[config.mk]
export PLATFORM = sky130hd
export DESIGN_NAME = dhot_ram
export DESIGN_NICKNAME = d
export VERILOG_FILES = /design/src/rtl/dhot_ram.sv
export SDC_FILE = /design/constraint.sdc
export NUM_CORES = 1
export LEC_CHECK = 0
export ABC_AREA = 1
export BUFFER_PORTS_ARGS = -buffer_cell sky130_fd_sc_hd__buf_2
export CAP_MARGIN = 10
export CORE_MARGIN = 1
export CORE_UTILIZATION = 30
export CTS_CLUSTER_DIAMETER = 60
export DETAILED_ROUTE_END_ITERATION = 8
export GPL_ROUTABILITY_DRIVEN = 1
export GPL_TIMING_DRIVEN = 0
export PLACE_DENSITY_LB_ADDON = 0.1
export SYNTH_ARGS = -nofsm -noshare
export SYNTH_HDL_FRONTEND = slang
export SYNTH_SLANG_ARGS = --single-unit
[constraint.sdc]
create_clock -name clock -period 1.1 [get_ports clock]
set_input_delay 0.11 -clock clock [delete_from_list [all_inputs] [get_ports clock]]
set_output_delay 0.11 -clock clock [all_outputs]
set_load 0.05 [all_outputs]
[src/rtl/dhot_ram.sv]
module dhot_ram #(
   parameter int WIDTH = 8,
   parameter int DEPTH = 16
) (
   input  logic                     clock,
   input  logic                     wr_en,
   input  logic [$clog2(DEPTH)-1:0] wr_addr,
   input  logic [WIDTH-1:0]         wr_data,
   input  logic [$clog2(DEPTH)-1:0] rd_addr,
   output logic [WIDTH-1:0]         rd_data
);

   logic [WIDTH-1:0] mem [DEPTH];

   always_ff @(posedge clock) begin
      if (wr_en) begin
         mem[wr_addr] <= wr_data;
      end
      rd_data <= mem[rd_addr];
   end

endmodule

* Word level (Yosys, flattened, before mapping)
Memory sizes are Yosys's and may differ from the RTL's. A register that Yosys moved wholly into a read port is not among the register bits. Index checks and enable logic that the tools add are counted.
Word-level totals: register bits 0, bits in writable memories 128, input bits 18, output and inout bits 8, logic and storage cells 3, memories kept 1
Cells by class: multiplexer cells 2
Memory list:
- mem | depth 16, width 8, read ports 1, clocked after Yosys merged registers in 1, write ports 1, line 13 | logic [WIDTH-1:0] mem [DEPTH];
Operators by type and width (count):
- $mux 1 | 2

* Logic depth before layout (Yosys ltp)
depth in word-level cells 2, gate-level depth with buffers 8, mapped depth without buffers 7

* Least setup slack after synthesis
No wires, ideal clock.
kind input to register, start point input wr_addr[3], end point memory mem[4][0], enable pin, setup time 0.370 ns, arrival time 0.691 ns, required time 0.730 ns, setup slack 0.039 ns, cell stages on the path 2, buffers on the path 0, cell sequence nand3b_1 > nor2_1
RTL lines:
- start: declaration | line 7 | input logic [$clog2(DEPTH)-1:0] wr_addr,
- end: declaration | line 13
No word-level cell before the write port.

* Worst setup path after layout
start point input wr_addr[3], end point memory mem[4][1], enable pin
No word-level cell before the write port.

==> results.cfg <==
[run_status]
status = finished, violations left
violations = negative setup slack

[placed_design]
dp_cells = 807
port_buffers = 22
place_area_um2 = 6170
hpwl_um = 10400
gp_congestion = 0.792

[sta]
period_needed_ps = 1180
period_share = 1.07
rsz0062_at_grt = true
clock_skew_ps = 7.63
slew_headroom = 0.420
hold_ws_ps = 132
finalWorstSetupSlack_ps = -81.8
hold_viol = 0
final-max-slew-violation-count = 0
timing.setup.tns_ps = -1950
setup_viol = 32
worstMarginPinSlew_ps = 867
fmax_mhz = 846

[finish]
postLayoutCellArea_um2 = 6840
final_cell_mix = nand2_1, edfxtp_1, inv_1
finalNonFillerCells = 839
areaGrowthSynthToFinish_pct = 18.7
drive_above_1_share = 0.150
layout_commonest_cell = nand2_1
num-nets-final = 610
n_antenna_cell = 0

[logic_synthesis]
synth_seq_cells = 136
netlist_area_um2 = 5770
synth_nets = 569
ys_warn_count = 0
ys_seq_area_frac = 0.694
syn_area_per_cell_um2 = 10.5
synthCells = 551
ys_types = 12

[floorplan]
ios = 26
initial_utilization = 0.307
core-area_um2 = 18800
placementRows = 50
die_area_um2 = 19800
chipHeight_um = 141
die_w_um = 141

[worst_setup_path]
crit_arrival_ps = 1220
crit-reg2reg-launch = mem[4][5]
required_ps = 1140
r2r_slack_ps = 70
cp-start-kind = input port
crit_type = in2reg
r2r-end = rd_data[5]
critPathCaptureType = flop
reg2regPathDepth = 6
worstPathMaxFanout = 8

[drt]
drt_iter0_drc = 277
ant_nets = 0
post_drt_wl_per_cell_um = 18.5
remaining_drc_errors = 0
via_count = 3745
vias_per_cell = 4.46
drtPass1Iterations = 5
drt_wl_total_um = 15500

[clock_tree]
cts_buffers = 17
clock_sinks = 136
ctsHoldBuffers = 0
htree_levels = 4
cts_buffer_depth = 2
cts_setup_buffers = 0
cts-root-buf = clkbuf_16
clk_latency_ps = 420
cts_tree = done
clk_pin_slew_ps = 50

[job]
maxCapViolCount = 0

[global_route]
grt_pass1_wl_um = 23000
grt-ovfl-total = 0
antenna_found_initial = 0
grt_use_total = 0.169
grt_pass1_vias = 3640
grt_max_degree = 17

[min_path]
min_from = rd_addr[2]
hold-path-cell-count = 4
min_to = rd_data[3]
hold_class = in2reg

[power]
powerDensity_nw_per_um2 = 1850
ir_drop_uv = 1080
power_w = 0.0127
p_leak_nw = 2.92
-- worst max-delay path by stage --
stage                          start          to
after floorplan           wr_addr[3]   mem[4][0]
after global routing      wr_addr[3]   mem[7][3]
after global placement    wr_addr[1]  mem[13][7]
after CTS                 wr_addr[3]   mem[7][3]
final                     wr_addr[3]   mem[4][1]
after detailed placement  wr_addr[1]  mem[13][7]
-- repair_timing --
action / in CTS / in global routing
pin swaps: 0 / 0
cloned: 0 / 0
endpoints found under the hold margin: 0 / 0
gates resized for setup: 12 / 9
setup endpoints to repair: 70 / 54
-- synth_stat cells --
cell type    n  share of area
nor2_1      17          0.011
nand3_1     97          0.084
dfxtp_1      8          0.028
inv_2        2         0.0013
buf_2       13          0.011
buf_1        1        0.00065
nand2_1    173           0.11
nand3b_1     2         0.0026
buf_4        4         0.0052
edfxtp_1   128           0.67
buf_6        6          0.012
inv_1      100          0.065
-- flip-flops by register name, indices dropped and copies added, names as in the netlist --
signal and flops:
mem 128, rd_data 8
-- metrics by stage --
step	utilization	worst slack, ps
finish	0.365	-81.8
global route	0.365	-145
CTS	0.363	-75.7
detailed placement	0.329	-543
global placement	0.329	-497
floorplan	-	39.2
-- power breakdown --
| part | total, W | internal [W] | switching (W) |
|---|---|---|---|
| registers | 0.00582 | 0.00579 | 0.0000296 |
| logic | 0.000925 | 0.000246 | 0.000680 |
| clock network | 0.00590 | 0.00376 | 0.00214 |
-- layer usage --
layer / routed length [um] / share of wire / up-vias / track usage
met5: 0 / 0 / - / 0
met4: 365 / 0.024 / 0 / 0.0721
met3: 705 / 0.045 / 25 / 0.0380
met2: 6980 / 0.45 / 98 / 0.258
met1: 7480 / 0.48 / 1767 / 0.230
li1: - / - / 1855 / -
-- worst max-delay path, cell delays in order --
cell,delay (ps)
buf_2,110
nand3b_1,270
nor2_1,720
-- layout make-up --
class,count,area [um2]
Fill cell,1883,11900
Sequential cell,136,4000
Multi-Input combinational cell,289,1260
Clock buffer,18,429
Inverter,102,383
Tap cell,234,293
Clock inverter,14,181
Buffer,24,166
Timing Repair Buffer,22,130
-- kinds of logic after synthesis --
logic type,synth area share
simple gates,0.210
buf+inv,0.0952
flops,0.694
No activity file was read; power rests on OpenSTA's default activity.
